==> config.mk <==
export PLATFORM = sky130hd
export DESIGN_NAME = sensor_capture_scheduler
export DESIGN_NICKNAME = d
export VERILOG_FILES = /design/src/sv/scs_pkg.sv /design/src/sv/scs_ram.sv /design/src/sv/scs_margin.sv /design/src/sv/scs_rr.sv /design/src/sv/sensor_capture_scheduler.sv
export SDC_FILE = /design/constraint.sdc
export NUM_CORES = 1
export LEC_CHECK = 0
export ABC_CLOCK_PERIOD_IN_PS = 5130
export BUFFER_PORTS_ARGS = -buffer_cell sky130_fd_sc_hd__buf_2
export CAP_MARGIN = 20
export CORE_AREA = 3 3 349 351
export CTS_BUF_LIST = sky130_fd_sc_hd__clkbuf_16
export CTS_CLUSTER_DIAMETER = 40
export DETAILED_ROUTE_END_ITERATION = 6
export DIE_AREA = 0 0 352 354
export PLACE_DENSITY = 0.37
export SLEW_MARGIN = 20
export SYNTH_ARGS = -nofsm -noshare
export SYNTH_HDL_FRONTEND = slang
export SYNTH_HIERARCHICAL = 1
export SYNTH_SLANG_ARGS = --single-unit
==> constraint.sdc <==
create_clock -name i_clk -period 5.13 [get_ports i_clk]
set_input_delay 1.2825 -clock i_clk [delete_from_list [all_inputs] [get_ports i_clk]]
set_output_delay 1.2825 -clock i_clk [all_outputs]
set_load 0.01 [all_outputs]
==> src/sv/scs_pkg.sv <==
// ----------------------------------------------------------------------------
// scs_pkg
// shared codes, widths and types of the sensor capture scheduler
// ----------------------------------------------------------------------------
package scs_pkg;

    localparam int OP_W       = 2;
    localparam int NOW_W      = 32;
    localparam int SENSOR_W   = 4;
    localparam int TARGET_W   = 20;
    localparam int PICK_W     = 3;
    localparam int MARGIN_W   = 32;
    localparam int CFG_IDX_W  = 3;
    localparam int CFG_DATA_W = 20;

    localparam logic [OP_W-1:0] OP_NEXT_BASIC    = 2'd0;
    localparam logic [OP_W-1:0] OP_PICK_OBSTACLE = 2'd1;
    localparam logic [OP_W-1:0] OP_CAPTURE_DONE  = 2'd2;

    localparam logic [CFG_IDX_W-1:0] CFG_SENSOR_MASK     = 3'd0;
    localparam logic [CFG_IDX_W-1:0] CFG_LATENCY_TARGET  = 3'd1;
    localparam logic [CFG_IDX_W-1:0] CFG_FIRST_THRESHOLD = 3'd2;
    localparam logic [CFG_IDX_W-1:0] CFG_LATER_THRESHOLD = 3'd3;
    localparam logic [CFG_IDX_W-1:0] CFG_MAX_PICKS       = 3'd4;

    localparam logic [TARGET_W-1:0] RST_LATENCY_TARGET  = 20'd20000;
    localparam logic [TARGET_W-1:0] RST_FIRST_THRESHOLD = 20'd1000;
    localparam logic [TARGET_W-1:0] RST_LATER_THRESHOLD = 20'd200;
    localparam logic [PICK_W-1:0]   RST_MAX_PICKS       = 3'd3;
    localparam logic [PICK_W-1:0]   PICKS_SAT           = 3'd7;

    localparam logic signed [MARGIN_W-1:0] NO_CANDIDATE_MARGIN = 32'sd99999999;

    typedef struct packed {
        logic done;
        logic round;
        logic wide;
        logic narrow;
    } t_rr_status;

endpackage

==> src/sv/scs_ram.sv <==
// ----------------------------------------------------------------------------
// scs_ram
// generic single write port ram with registered read
// ----------------------------------------------------------------------------
module scs_ram #(
    parameter int WIDTH = 32,
    parameter int DEPTH = 10
) (
    input  logic                     i_clk,
    input  logic                     i_we,
    input  logic [$clog2(DEPTH)-1:0] i_waddr,
    input  logic [WIDTH-1:0]         i_wdata,
    input  logic [$clog2(DEPTH)-1:0] i_raddr,
    output logic [WIDTH-1:0]         o_rdata
);

    logic [WIDTH-1:0] r_mem [DEPTH];
    logic [WIDTH-1:0] r_rdata;

    always_ff @(posedge i_clk) begin
        if (i_we) begin
            r_mem[i_waddr] <= i_wdata;
        end
        r_rdata <= r_mem[i_raddr];
    end

    assign o_rdata = r_rdata;

endmodule

==> src/sv/scs_margin.sv <==
// ----------------------------------------------------------------------------
// scs_margin
// two stage latency margin pipeline: elapsed time, then saturated margin
// ----------------------------------------------------------------------------
module scs_margin #(
    parameter int IW = 4
) (
    input  logic                                  i_clk,
    input  logic                                  i_rst_n,
    input  logic                                  i_valid,
    input  logic [IW-1:0]                         i_idx,
    input  logic [scs_pkg::NOW_W-1:0]             i_last,
    input  logic [scs_pkg::NOW_W-1:0]             i_now,
    input  logic [scs_pkg::TARGET_W-1:0]          i_target,
    output logic                                  o_valid,
    output logic                                  o_active,
    output logic [IW-1:0]                         o_idx,
    output logic signed [scs_pkg::MARGIN_W-1:0]   o_margin
);

    localparam int EXT_W = scs_pkg::MARGIN_W + 2;

    logic                              r_v1;
    logic [IW-1:0]                     r_idx1;
    logic [scs_pkg::NOW_W-1:0]         r_diff;
    logic                              r_v2;
    logic [IW-1:0]                     r_idx2;
    logic signed [scs_pkg::MARGIN_W-1:0] r_margin;
    logic signed [EXT_W-1:0]           w_wide;
    logic signed [scs_pkg::MARGIN_W-1:0] w_sat;

    always_comb begin
        w_wide = $signed({{(EXT_W - scs_pkg::TARGET_W){1'b0}}, i_target})
               - $signed({{(EXT_W - scs_pkg::NOW_W){r_diff[scs_pkg::NOW_W-1]}}, r_diff});
        if (w_wide[EXT_W-1:scs_pkg::MARGIN_W-1] == '0 ||
            w_wide[EXT_W-1:scs_pkg::MARGIN_W-1] == '1) begin
            w_sat = w_wide[scs_pkg::MARGIN_W-1:0];
        end else if (w_wide[EXT_W-1]) begin
            w_sat = {1'b1, {(scs_pkg::MARGIN_W-1){1'b0}}};
        end else begin
            w_sat = {1'b0, {(scs_pkg::MARGIN_W-1){1'b1}}};
        end
    end

    always_ff @(posedge i_clk) begin
        if (!i_rst_n) begin
            r_v1 <= 1'b0;
            r_v2 <= 1'b0;
        end else begin
            r_v1 <= i_valid;
            r_v2 <= r_v1;
        end
        r_idx1   <= i_idx;
        r_diff   <= i_now - i_last;
        r_idx2   <= r_idx1;
        r_margin <= w_sat;
    end

    assign o_valid  = r_v2;
    assign o_active = r_v1 || r_v2;
    assign o_idx    = r_idx2;
    assign o_margin = r_margin;

endmodule

==> src/sv/scs_rr.sv <==
// ----------------------------------------------------------------------------
// scs_rr
// round-robin basic pointer with rotating wide and narrow long-capture slots
// ----------------------------------------------------------------------------
module scs_rr #(
    parameter int SENSOR_COUNT    = 10,
    parameter int LONG_SLOT_COUNT = 3,
    parameter int IW              = 4
) (
    input  logic                     i_clk,
    input  logic                     i_rst_n,
    input  logic                     i_go,
    input  logic [SENSOR_COUNT-1:0]  i_mask,
    output logic [IW-1:0]            o_ptr,
    output scs_pkg::t_rr_status      o_status
);

    localparam logic [IW-1:0] LAST_IDX = IW'(SENSOR_COUNT - 1);

    logic                       r_run;
    logic                       r_done;
    logic                       r_round;
    logic [IW-1:0]              r_ptr;
    logic [IW-1:0]              n_ptr;
    logic                       w_wrap;
    logic                       w_rotate;
    logic [LONG_SLOT_COUNT-1:0] w_wide_hit;
    logic [LONG_SLOT_COUNT-1:0] w_narrow_hit;

    assign w_wrap   = (r_ptr == LAST_IDX);
    assign n_ptr    = w_wrap ? '0 : r_ptr + 1'b1;
    assign w_rotate = r_run && !i_go && w_wrap;

    always_ff @(posedge i_clk) begin
        if (!i_rst_n) begin
            r_run   <= 1'b0;
            r_done  <= 1'b0;
            r_round <= 1'b0;
            r_ptr   <= '0;
        end else begin
            r_done <= 1'b0;
            if (i_go) begin
                r_run   <= 1'b1;
                r_round <= 1'b0;
            end else if (r_run) begin
                r_ptr <= n_ptr;
                if (w_wrap) begin
                    r_round <= 1'b1;
                end
                if (i_mask[n_ptr]) begin
                    r_run  <= 1'b0;
                    r_done <= 1'b1;
                end
            end
        end
    end

    for (genvar g = 0; g < LONG_SLOT_COUNT; g++) begin : gen_lane
        localparam logic [IW-1:0] WIDE_RST   = IW'((3 * g) % SENSOR_COUNT);
        localparam logic [IW-1:0] NARROW_RST = IW'((3 * g + 1) % SENSOR_COUNT);

        logic [IW-1:0] r_wide_slot;
        logic [IW-1:0] r_narrow_slot;

        always_ff @(posedge i_clk) begin
            if (!i_rst_n) begin
                r_wide_slot   <= WIDE_RST;
                r_narrow_slot <= NARROW_RST;
            end else if (w_rotate) begin
                r_wide_slot   <= (r_wide_slot == LAST_IDX) ? '0 : r_wide_slot + 1'b1;
                r_narrow_slot <= (r_narrow_slot == LAST_IDX) ? '0 : r_narrow_slot + 1'b1;
            end
        end

        assign w_wide_hit[g]   = (r_ptr == r_wide_slot);
        assign w_narrow_hit[g] = (r_ptr == r_narrow_slot);
    end

    assign o_ptr           = r_ptr;
    assign o_status.done   = r_done;
    assign o_status.round  = r_round;
    assign o_status.wide   = |w_wide_hit;
    assign o_status.narrow = |w_narrow_hit;

endmodule

==> src/sv/sensor_capture_scheduler.sv <==
// ----------------------------------------------------------------------------
// sensor_capture_scheduler
// earliest-deadline capture scheduler for a ring of range sensors
// ----------------------------------------------------------------------------
// capture_done, unknown code and next_basic with empty mask finish in the cycle after the request
// next_basic: pointer steps (1 to SENSOR_COUNT), one per cycle, until an enabled sensor
// pick_obstacle: scans all SENSOR_COUNT sensors, end set by highest enabled sensor
// one request at a time; o_busy high until the result strobe, no output stall
// reset: synchronous active low, control and config registers to defaults, capture times read 0
// ----------------------------------------------------------------------------
module sensor_capture_scheduler #(
    parameter int SENSOR_COUNT    = 10,
    parameter int LONG_SLOT_COUNT = 3
) (
    input  logic                                 i_clk,
    input  logic                                 i_rst_n,
    input  logic                                 i_start,
    output logic                                 o_busy,
    input  logic [scs_pkg::OP_W-1:0]             i_operation,
    input  logic [scs_pkg::NOW_W-1:0]            i_now,
    input  logic [scs_pkg::SENSOR_W-1:0]         i_sensor,
    input  logic                                 i_charger_align,
    input  logic                                 i_cfg_we,
    input  logic [scs_pkg::CFG_IDX_W-1:0]        i_cfg_index,
    input  logic [scs_pkg::CFG_DATA_W-1:0]       i_cfg_wdata,
    output logic                                 o_done,
    output logic                                 o_granted,
    output logic [scs_pkg::SENSOR_W-1:0]         o_chosen,
    output logic                                 o_wide_long,
    output logic                                 o_narrow_long,
    output logic                                 o_new_round,
    output logic signed [scs_pkg::MARGIN_W-1:0]  o_min_margin
);

    localparam int IW = $clog2(SENSOR_COUNT);
    localparam int CW = IW + 1;
    localparam logic [CW-1:0] SCAN_END = CW'(SENSOR_COUNT);
    localparam logic [scs_pkg::SENSOR_W:0] SENSOR_LIMIT = (scs_pkg::SENSOR_W + 1)'(SENSOR_COUNT);

    typedef enum logic [1:0] {
        ST_IDLE,
        ST_BASIC,
        ST_SCAN
    } t_state;

    t_state                              r_state;
    logic [SENSOR_COUNT-1:0]             r_mask;
    logic [scs_pkg::TARGET_W-1:0]        r_target;
    logic [scs_pkg::TARGET_W-1:0]        r_first_thr;
    logic [scs_pkg::TARGET_W-1:0]        r_later_thr;
    logic [scs_pkg::PICK_W-1:0]          r_max_picks;
    logic [scs_pkg::PICK_W-1:0]          r_picks;
    logic [SENSOR_COUNT-1:0]             r_written;
    logic [scs_pkg::NOW_W-1:0]           r_now;
    logic                                r_align;
    logic                                r_rr_go;
    logic [CW-1:0]                       r_iss;
    logic                                r_v1;
    logic [IW-1:0]                       r_idx1;
    logic                                r_found;
    logic [IW-1:0]                       r_best_idx;
    logic signed [scs_pkg::MARGIN_W-1:0] r_best;

    logic                                r_done;
    logic                                r_granted;
    logic [scs_pkg::SENSOR_W-1:0]        r_chosen;
    logic                                r_wide_long;
    logic                                r_narrow_long;
    logic                                r_new_round;
    logic signed [scs_pkg::MARGIN_W-1:0] r_lowest;

    logic                                w_accept;
    logic                                w_any;
    logic                                w_cap_we;
    logic [IW-1:0]                       w_cap_idx;
    logic [scs_pkg::NOW_W-1:0]           w_rdata;
    logic [scs_pkg::NOW_W-1:0]           w_last;
    logic                                w_issue;
    logic                                w_issue_en;
    logic                                w_m_valid;
    logic                                w_m_active;
    logic [IW-1:0]                       w_m_idx;
    logic signed [scs_pkg::MARGIN_W-1:0] w_m_margin;
    logic                                w_scan_end;
    logic [scs_pkg::TARGET_W-1:0]        w_thr;
    logic                                w_grant;
    logic [IW-1:0]                       w_ptr;
    scs_pkg::t_rr_status                 w_rr;

    assign w_accept  = i_start && (r_state == ST_IDLE);
    assign w_any     = |r_mask;
    assign w_cap_idx = i_sensor[IW-1:0];
    assign w_cap_we  = w_accept && (i_operation == scs_pkg::OP_CAPTURE_DONE)
                    && ({1'b0, i_sensor} < SENSOR_LIMIT);

    assign w_issue    = (r_state == ST_SCAN) && (r_iss < SCAN_END);
    assign w_issue_en = w_issue && r_mask[r_iss[IW-1:0]];
    assign w_last     = r_written[r_idx1] ? w_rdata : '0;
    assign w_scan_end = (r_state == ST_SCAN) && (r_iss == SCAN_END)
                     && !r_v1 && !w_m_active;

    assign w_thr   = (r_picks == '0) ? r_first_thr : r_later_thr;
    assign w_grant = r_found && !r_align && (r_picks < r_max_picks)
                  && (r_best <= $signed({{(scs_pkg::MARGIN_W - scs_pkg::TARGET_W){1'b0}},
                                         w_thr}));

    scs_ram #(
        .WIDTH (scs_pkg::NOW_W),
        .DEPTH (SENSOR_COUNT)
    ) u_time_ram (
        .i_clk   (i_clk),
        .i_we    (w_cap_we),
        .i_waddr (w_cap_idx),
        .i_wdata (i_now),
        .i_raddr (r_iss[IW-1:0]),
        .o_rdata (w_rdata)
    );

    scs_margin #(
        .IW (IW)
    ) u_margin (
        .i_clk    (i_clk),
        .i_rst_n  (i_rst_n),
        .i_valid  (r_v1),
        .i_idx    (r_idx1),
        .i_last   (w_last),
        .i_now    (r_now),
        .i_target (r_target),
        .o_valid  (w_m_valid),
        .o_active (w_m_active),
        .o_idx    (w_m_idx),
        .o_margin (w_m_margin)
    );

    scs_rr #(
        .SENSOR_COUNT    (SENSOR_COUNT),
        .LONG_SLOT_COUNT (LONG_SLOT_COUNT),
        .IW              (IW)
    ) u_rr (
        .i_clk    (i_clk),
        .i_rst_n  (i_rst_n),
        .i_go     (r_rr_go),
        .i_mask   (r_mask),
        .o_ptr    (w_ptr),
        .o_status (w_rr)
    );

    // configuration registers
    always_ff @(posedge i_clk) begin
        if (!i_rst_n) begin
            r_mask      <= '1;
            r_target    <= scs_pkg::RST_LATENCY_TARGET;
            r_first_thr <= scs_pkg::RST_FIRST_THRESHOLD;
            r_later_thr <= scs_pkg::RST_LATER_THRESHOLD;
            r_max_picks <= scs_pkg::RST_MAX_PICKS;
        end else if (i_cfg_we) begin
            unique case (i_cfg_index)
                scs_pkg::CFG_SENSOR_MASK:     r_mask      <= i_cfg_wdata[SENSOR_COUNT-1:0];
                scs_pkg::CFG_LATENCY_TARGET:  r_target    <= i_cfg_wdata;
                scs_pkg::CFG_FIRST_THRESHOLD: r_first_thr <= i_cfg_wdata;
                scs_pkg::CFG_LATER_THRESHOLD: r_later_thr <= i_cfg_wdata;
                scs_pkg::CFG_MAX_PICKS:       r_max_picks <= i_cfg_wdata[scs_pkg::PICK_W-1:0];
                default: ;
            endcase
        end
    end

    // written flags of the capture time ram
    always_ff @(posedge i_clk) begin
        if (!i_rst_n) begin
            r_written <= '0;
        end else if (w_cap_we) begin
            r_written[w_cap_idx] <= 1'b1;
        end
    end

    // scan read stage; the running minimum is kept in the state machine below
    always_ff @(posedge i_clk) begin
        if (!i_rst_n) begin
            r_v1 <= 1'b0;
        end else begin
            r_v1 <= w_issue_en;
        end
        r_idx1 <= r_iss[IW-1:0];
    end

    always_ff @(posedge i_clk) begin
        if (!i_rst_n) begin
            r_state       <= ST_IDLE;
            r_rr_go       <= 1'b0;
            r_iss         <= '0;
            r_picks       <= '0;
            r_found       <= 1'b0;
            r_done        <= 1'b0;
            r_granted     <= 1'b0;
            r_chosen      <= '0;
            r_wide_long   <= 1'b0;
            r_narrow_long <= 1'b0;
            r_new_round   <= 1'b0;
            r_lowest      <= '0;
        end else begin
            r_rr_go <= 1'b0;
            r_done  <= 1'b0;
            unique case (r_state)
                ST_IDLE: begin
                    if (w_accept) begin
                        r_now         <= i_now;
                        r_align       <= i_charger_align;
                        r_granted     <= 1'b0;
                        r_chosen      <= '0;
                        r_wide_long   <= 1'b0;
                        r_narrow_long <= 1'b0;
                        r_new_round   <= 1'b0;
                        r_lowest      <= '0;
                        if (i_operation == scs_pkg::OP_NEXT_BASIC && w_any) begin
                            r_rr_go <= 1'b1;
                            r_state <= ST_BASIC;
                        end else if (i_operation == scs_pkg::OP_PICK_OBSTACLE) begin
                            r_iss      <= '0;
                            r_found    <= 1'b0;
                            r_best     <= scs_pkg::NO_CANDIDATE_MARGIN;
                            r_best_idx <= '0;
                            r_state    <= ST_SCAN;
                        end else begin
                            r_done <= 1'b1;
                        end
                    end
                end
                ST_BASIC: begin
                    if (w_rr.done) begin
                        r_done        <= 1'b1;
                        r_granted     <= 1'b1;
                        r_chosen      <= scs_pkg::SENSOR_W'(w_ptr);
                        r_wide_long   <= w_rr.wide && !r_align;
                        r_narrow_long <= w_rr.narrow && !r_align;
                        r_new_round   <= w_rr.round;
                        r_picks       <= '0;
                        r_state       <= ST_IDLE;
                    end
                end
                ST_SCAN: begin
                    if (w_issue) begin
                        r_iss <= r_iss + 1'b1;
                    end
                    if (w_m_valid && (w_m_margin < r_best)) begin
                        r_best     <= w_m_margin;
                        r_best_idx <= w_m_idx;
                        r_found    <= 1'b1;
                    end
                    if (w_scan_end) begin
                        r_done   <= 1'b1;
                        r_lowest <= r_best;
                        if (w_grant) begin
                            r_granted <= 1'b1;
                            r_chosen  <= scs_pkg::SENSOR_W'(r_best_idx);
                            if (r_picks != scs_pkg::PICKS_SAT) begin
                                r_picks <= r_picks + 1'b1;
                            end
                        end
                        r_state <= ST_IDLE;
                    end
                end
                default: r_state <= ST_IDLE;
            endcase
        end
    end

    assign o_busy          = (r_state != ST_IDLE);
    assign o_done          = r_done;
    assign o_granted       = r_granted;
    assign o_chosen        = r_chosen;
    assign o_wide_long     = r_wide_long;
    assign o_narrow_long   = r_narrow_long;
    assign o_new_round     = r_new_round;
    assign o_min_margin    = r_lowest;

endmodule
==> results of run 1 <==
[worst paths after layout]
check	startpoint	endpoint	slack, ns	depth (start not counted)
hold / removal	u_margin/r_idx1[2]$_DFF_P_	u_margin/o_idx[2]$_DFF_P_	0.32	0
hold reg to reg	u_margin/r_idx1[2]$_DFF_P_	u_margin/o_idx[2]$_DFF_P_	0.32	0
setup reg to reg	r_idx1[0]$_DFF_P_	u_margin/r_diff[25]$_DFF_P_	0.80	13
setup / recovery	r_idx1[0]$_DFF_P_	u_margin/r_diff[25]$_DFF_P_	0.80	13
[sequential cells by signal (all words and copies together), names as in the netlist, 5 cells and up]
signal                       flops
u_rr/gen_lane.r_narrow_slot     12
r_later_thr                     20
u_time_ram/r_mem               320
u_margin/r_diff                 32
u_rr/gen_lane.r_wide_slot       12
r_target                        20
r_mask                          10
r_written                       10
r_iss                            5
o_min_margin                    32
r_first_thr                     20
u_margin/o_margin               32
r_best                          32
u_time_ram/o_rdata              32
r_now                           32
[critical path: cells and delay by family, from the launching register on]
| family | cells | cell delay (ns) |
|---|---|---|
| buffers and inverters | 1 | 0.04 |
| muxes | 2 | 0.44 |
| DFF | 1 | 0.36 |
| xor gates and xnor gates | 1 | 0.20 |
| AOI/OAI and AO/OA | 5 | 2.15 |
| adders and majority gates | 1 | 0.37 |
| and+or+nand+nor | 3 | 0.67 |
[metal layers]
metal	up-vias	wire length, um	global-route usage
met1	9398	38800	0.1754
met3	122	3260	0.02699
met5	-	0	0
met2	349	36020	0.2019
met4	0	1618	0.04288
li1	9340	-	-
[cells in the mapped netlist, types with 9 or more instances]
cell type / instances
nand2_1: 291
o22ai_1: 33
xnor2_1: 56
buf_6: 10
o21a_1: 16
nor3_1: 27
and2_1: 59
xor2_1: 30
a31oi_1: 10
or2_2: 9
nand3b_1: 9
nand2b_1: 33
mux2_2: 91
nor3b_1: 9
inv_1: 115
o21ai_0: 60
edfxtp_1: 389
nor2b_1: 33
a21o_1: 18
o21ai_1: 14
mux2i_1: 101
nand3_1: 92
a21boi_1: 24
ha_1: 115
a22o_1: 36
buf_2: 19
a21oi_1: 76
nand4_1: 15
nor2_1: 70
and3_1: 11
clkbuf_1: 71
a211oi_1: 14
o31ai_2: 31
a21boi_0: 62
dfxtp_1: 278
[cells by family after synthesis]
family | synth area share
flops | 0.5808
simple gates | 0.1229
mux | 0.07386
buf+inv | 0.03379
fa+ha+maj | 0.04980
xor+xnor | 0.02537
compound gates | 0.1135
[stage by stage]
step                      setup WS (ns)  hold WS, ns  utilization  instance area (um^2)  instances
final                            0.7972       0.3241       0.3057                 36480       4351
after global routing             0.1099       0.3308       0.3057                 36480       4351
after CTS                        0.3468       0.3250       0.3056                 36470       4351
after detailed placement         0.3535       0.3121       0.2684                 32030       4108
after global placement           0.5305       0.3165       0.2681                 31990       4106
after floorplan                 0.09118       0.3096            -                 29690       2475
[layout make-up]
class,instances,area share
clock buffer,136,0.09328
clock inverter,107,0.02833
inverter,115,0.01183
multi-input combinational,1580,0.3170
sequential,667,0.4729
tap,1612,0.05528
timing repair buffer,134,0.02133
[power breakdown]
part | switching (uW) | total (uW) | leakage, uW | internal [uW]
Sequential | 118 | 5960 | 0.00577 | 5840
Clock | 2990 | 8440 | 0.00223 | 5440
Combinational | 591 | 996 | 0.00516 | 405
Total | 3700 | 15400 | 0.0132 | 11700
==> flow_summary.json, run 1 <==
{
  "clock-skew-final_ns": 0.03339,
  "cp-start-kind": "flop",
  "fillers": 12060,
  "syn_area_mm2": 0.02969,
  "synth_edf_count": 389,
  "core_area_mm2": 0.1193,
  "grt_usage": 0.1284,
  "hpwl_mm": 52.32,
  "ys_ff_latch": 667,
  "required_ns": 5.77,
  "dr.pass1.iters": 5,
  "post-cts-setup-buffer-count": 0,
  "p_per_area_mw_per_mm2": 421.9,
  "rsz0062_at_grt": "no",
  "worstHoldPathType": "reg -> reg",
  "tightest_slew_ns": 1.179,
  "cts_buffer_depth": 3,
  "dieArea_mm2": 0.1246,
  "async_reset_ff_frac": 0,
  "p_total_uw": 15390,
  "clk_pin_slew_worst_paths_ns": 0.05,
  "crit_slowest_cell": "a2111oi_0",
  "synth_largest_area_cell": "edfxtp_1",
  "wl_per_cell_um": 18.32,
  "drv_cap": 0,
  "regArea_mm2": 0.01725,
  "drc": 0,
  "ys_seq_area_frac": 0.5808,
  "yosysUniqueCellTypes": 97,
  "num_vias": 19210,
  "clk_latency_ns": 0.73,
  "clock.fmax_mhz": 230.8,
  "synth-warning-count": 6,
  "synth_top_area_share": 0.3934,
  "antenna_cells": 0,
  "synthesis.nets": 2658,
  "grt_pass1_vias": 19940,
  "antenna_found_initial": 1,
  "layout_common_cells": "edfxtp_1 (389), nand2_1 (291), dfxtp_1 (276)",
  "post_drt_via_cell_ratio": 4.415,
  "drt_iter0_markers": 1047,
  "grt_first_pass_wirelength_mm": 123.7,
  "ios": 108,
  "cp_common_cell": "o21ai_0",
  "area_growth_pct": 22.86,
  "cts.sinks": 667,
  "final.setup.tns_ns": 0,
  "critPathCaptureType": "flop",
  "slowest_delay_ns": 0.83,
  "cts_resized": 0,
  "synthFlopType": "edfxtp_1",
  "leakagePower_uw": 0.01316,
  "start_util": 0.2488,
  "place_congestion": 0.7775,
  "h-tree-depth": 4,
  "final-hold-violation-count": 0,
  "overflow": 0,
  "final_common_cell": "edfxtp_1",
  "dieWidth_um": 352,
  "grt_max_degree": 139,
  "postSynthAreaPerCell_um2": 12.00,
  "slew_headroom": 0.2138,
  "nets": 2813,
  "ctsHoldBuffers": 0,
  "wl_mm": 79.70,
  "multiInputGateArea_mm2": 0.01156,
  "drive_gt1_frac": 0.1975,
  "row_count": 127,
  "cts_buffers": 132,
  "io_buffers": 107,
  "fp.dieH_um": 354,
  "worst_ep_arrival_time_ns": 4.97,
  "peakVddDrop_mv": 0.3289,
  "crit_fanout": 32,
  "finalCriticalPeriod_ns": 4.333,
  "maxSlewViolCount": 0,
  "critical_path_class": "reg -> reg",
  "clockRootBuffer": "clkbuf_16",
  "synth_cells": 2475,
  "period_share": 0.8446,
  "synth.area.top_cells": "edfxtp_1 (39%), dfxtp_1 (19%), ha_1 (4.8%)",
  "antenna_left": 0,
  "worstPathCellList": "mux4_2 -> mux2i_1 -> o21ai_4 -> and2_1 -> inv_1 -> ha_1 -> nand4_1 -> a2111oi_0 -> o21ai_0 -> nand3_1 -> a21boi_0 -> o21ai_0 -> xor2_1",
  "cts_tree": "built",
  "finalSetupViolCount": 0,
  "outcome": "finished, final reports clean"
}
(Power assumes the default switching activity.)
==> inputs of run 2 (changes only) <==
ABC_CLOCK_PERIOD_IN_PS = 4100   (was 5130)
PLACE_DENSITY = 0.36   (was 0.37)
clock period = 4.1 ns   (was 5.13 ns; I/O delays follow)
==> flow_summary.json, run 2 (synthesis results as in run 1) <==
{
  "drt_iter0_markers": 1025,
  "grt_max_degree": 126,
  "critical_path_class": "reg -> reg",
  "crit_start": "r_idx1[0]$_DFF_P_",
  "layout_common_cells": "edfxtp_1 (389), nand2_1 (291), dfxtp_1 (275)",
  "required_ns": 4.69,
  "maxSlewViolCount": 0,
  "grt_pass1_vias": 19940,
  "dieWidth_um": 352,
  "clockRootBuffer": "clkbuf_16",
  "grt_first_pass_wirelength_mm": 126.1,
  "dr.pass1.iters": 5,
  "place_congestion": 0.7659,
  "final_util": 0.3094,
  "critPathCaptureType": "flop",
  "regArea_mm2": 0.01726,
  "min_path_cells": 0,
  "rsz0062_at_grt": "no",
  "final.setup.tns_ns": 0,
  "num_vias": 19330,
  "wl_mm": 82.18,
  "largest_reg_flops": 320,
  "p_seq_frac": 0.382,
  "ff2ff_setup_slack_ns": 0.36,
  "antenna_left": 0,
  "worstHoldPathType": "reg -> reg",
  "ios": 108,
  "area_growth_pct": 24.34,
  "wl_per_cell_um": 18.77,
  "hold_path.startpoint": "u_margin/r_idx1[3]$_DFF_P_",
  "swShare": 0.2399,
  "comb_power_share": 0.065,
  "fp.dieH_um": 354,
  "cp-start-kind": "flop",
  "p_sw_uw": 4680,
  "worst_slack_ns": 0.3569,
  "fillers": 12010,
  "antenna_found_initial": 7,
  "dpl_worst_slack_ns": -0.1084,
  "drv_cap": 0,
  "clk_pin_slew_worst_paths_ns": 0.05,
  "hpwl_mm": 53.66,
  "p_clk_frac": 0.553,
  "outcome": "finished, final reports clean",
  "multiInputGateArea_mm2": 0.01162,
  "period_share": 0.9130,
  "core_area_mm2": 0.1193,
  "grt_usage": 0.1321,
  "leakagePower_uw": 0.01335,
  "final-hold-violation-count": 0,
  "h-tree-depth": 4,
  "io_buffers": 107,
  "finalSetupViolCount": 0,
  "clock-skew-final_ns": 0.03507,
  "dieArea_mm2": 0.1246,
  "clk_latency_ns": 0.73,
  "cts.sinks": 667,
  "cts_buffers": 134,
  "start_util": 0.2488,
  "ctsHoldBuffers": 0,
  "r2r_start": "r_idx1[0]$_DFF_P_",
  "timing.hold.ws_ns": 0.3261,
  "top_register": "u_time_ram/r_mem",
  "drive_gt1_frac": 0.2074,
  "p_int_uw": 14830,
  "cts_tree": "built",
  "drc": 0,
  "finalCriticalPeriod_ns": 3.743,
  "row_count": 127,
  "clock.fmax_mhz": 267.2,
  "crit_fanout": 12,
  "final_common_cell": "edfxtp_1",
  "tightest_slew_ns": 1.101,
  "slew_headroom": 0.2658,
  "peakVddDrop_mv": 0.4080,
  "nets": 2835,
  "p_per_area_mw_per_mm2": 528.4,
  "worstRegToRegCells": 13,
  "worst_ep_arrival_time_ns": 4.34,
  "overflow": 0,
  "cts_buffer_depth": 3,
  "post_drt_via_cell_ratio": 4.415
}
## run 2: changes by cell type in the layout (fill, tap and decap cells not counted), sizes merged
| cell | before | now |
|---|---|---|
| clkbuf | 136 | 138 |
| clkinvlp | 7 | 8 |
| bufinv | 11 | 13 |
| diode | 0 | 3 |
| inv | 159 | 157 |
| buf | 134 | 154 |
| clkinv | 45 | 46 |
## run 2: power by group through the flow
stage / clock network, uW / logic [uW] / registers [uW]
final: 10800 / 1270 / 7460
after floorplan: 0 / 882 / 7510
after global placement: 0 / 1270 / 7580
after detailed placement: 0 / 1280 / 7580
after CTS: 11100 / 1290 / 7460
after global routing: 11400 / 1430 / 7470
## run 2: critical path, cell delays in order (launching register included)
cell and delay (ns):
dfxtp_2 0.39, mux4_2 0.54, mux2i_4 0.18, o21ai_4 0.13, and2_1 0.18, ha_1 0.21
fa_1 0.41, nor2b_1 0.17, o31a_1 0.23, nor3_1 0.11, o41ai_1 0.58, and2_1 0.24
a21boi_0 0.11, xnor2_1 0.13
## run 2: path summary, 6_finish.rpt
kind / endpoint
worst max-delay path: u_margin/r_diff[16]$_DFF_P_
worst min-delay path: u_margin/o_idx[3]$_DFF_P_
worst max register to register: u_margin/r_diff[16]$_DFF_P_
worst min register to register: u_margin/o_idx[3]$_DFF_P_
## run 2: cell type report
type                       count  share of cell area
multi-input combinational   1580              0.3146
clock inverter               109             0.02914
timing repair buffer         154             0.02887
antenna                        3           0.0002033
tap                         1612             0.05463
sequential                   667              0.4673
inverter                     115             0.01169
clock buffer                 138             0.09353
## run 2: timing repair
item | CTS | global route
resized for setup | 4 | 8
pin swaps | 2 | 4
endpoints found under the setup margin | 6 | 13
buffers inserted | 2 | 2
## run 2: metal layers
| metal | wire (um) | GRT usage | up-vias |
|---|---|---|---|
| met5 | 0 | 0 | - |
| met2 | 36900 | 0.2048 | 382 |
| met1 | 39300 | 0.1783 | 9405 |
| met3 | 3770 | 0.03245 | 149 |
| li1 | - | - | 9391 |
| met4 | 2215 | 0.04794 | 0 |
## run 2: stage by stage
stage / instances / instance area [um^2] / total power, uW
after detailed placement: 4124 / 32310 / 8866
after global placement: 4124 / 32310 / 8850
after global routing: 4375 / 36920 / 20330
after CTS: 4373 / 36860 / 19860
after floorplan: 2475 / 29710 / 8389
final: 4378 / 36920 / 19510
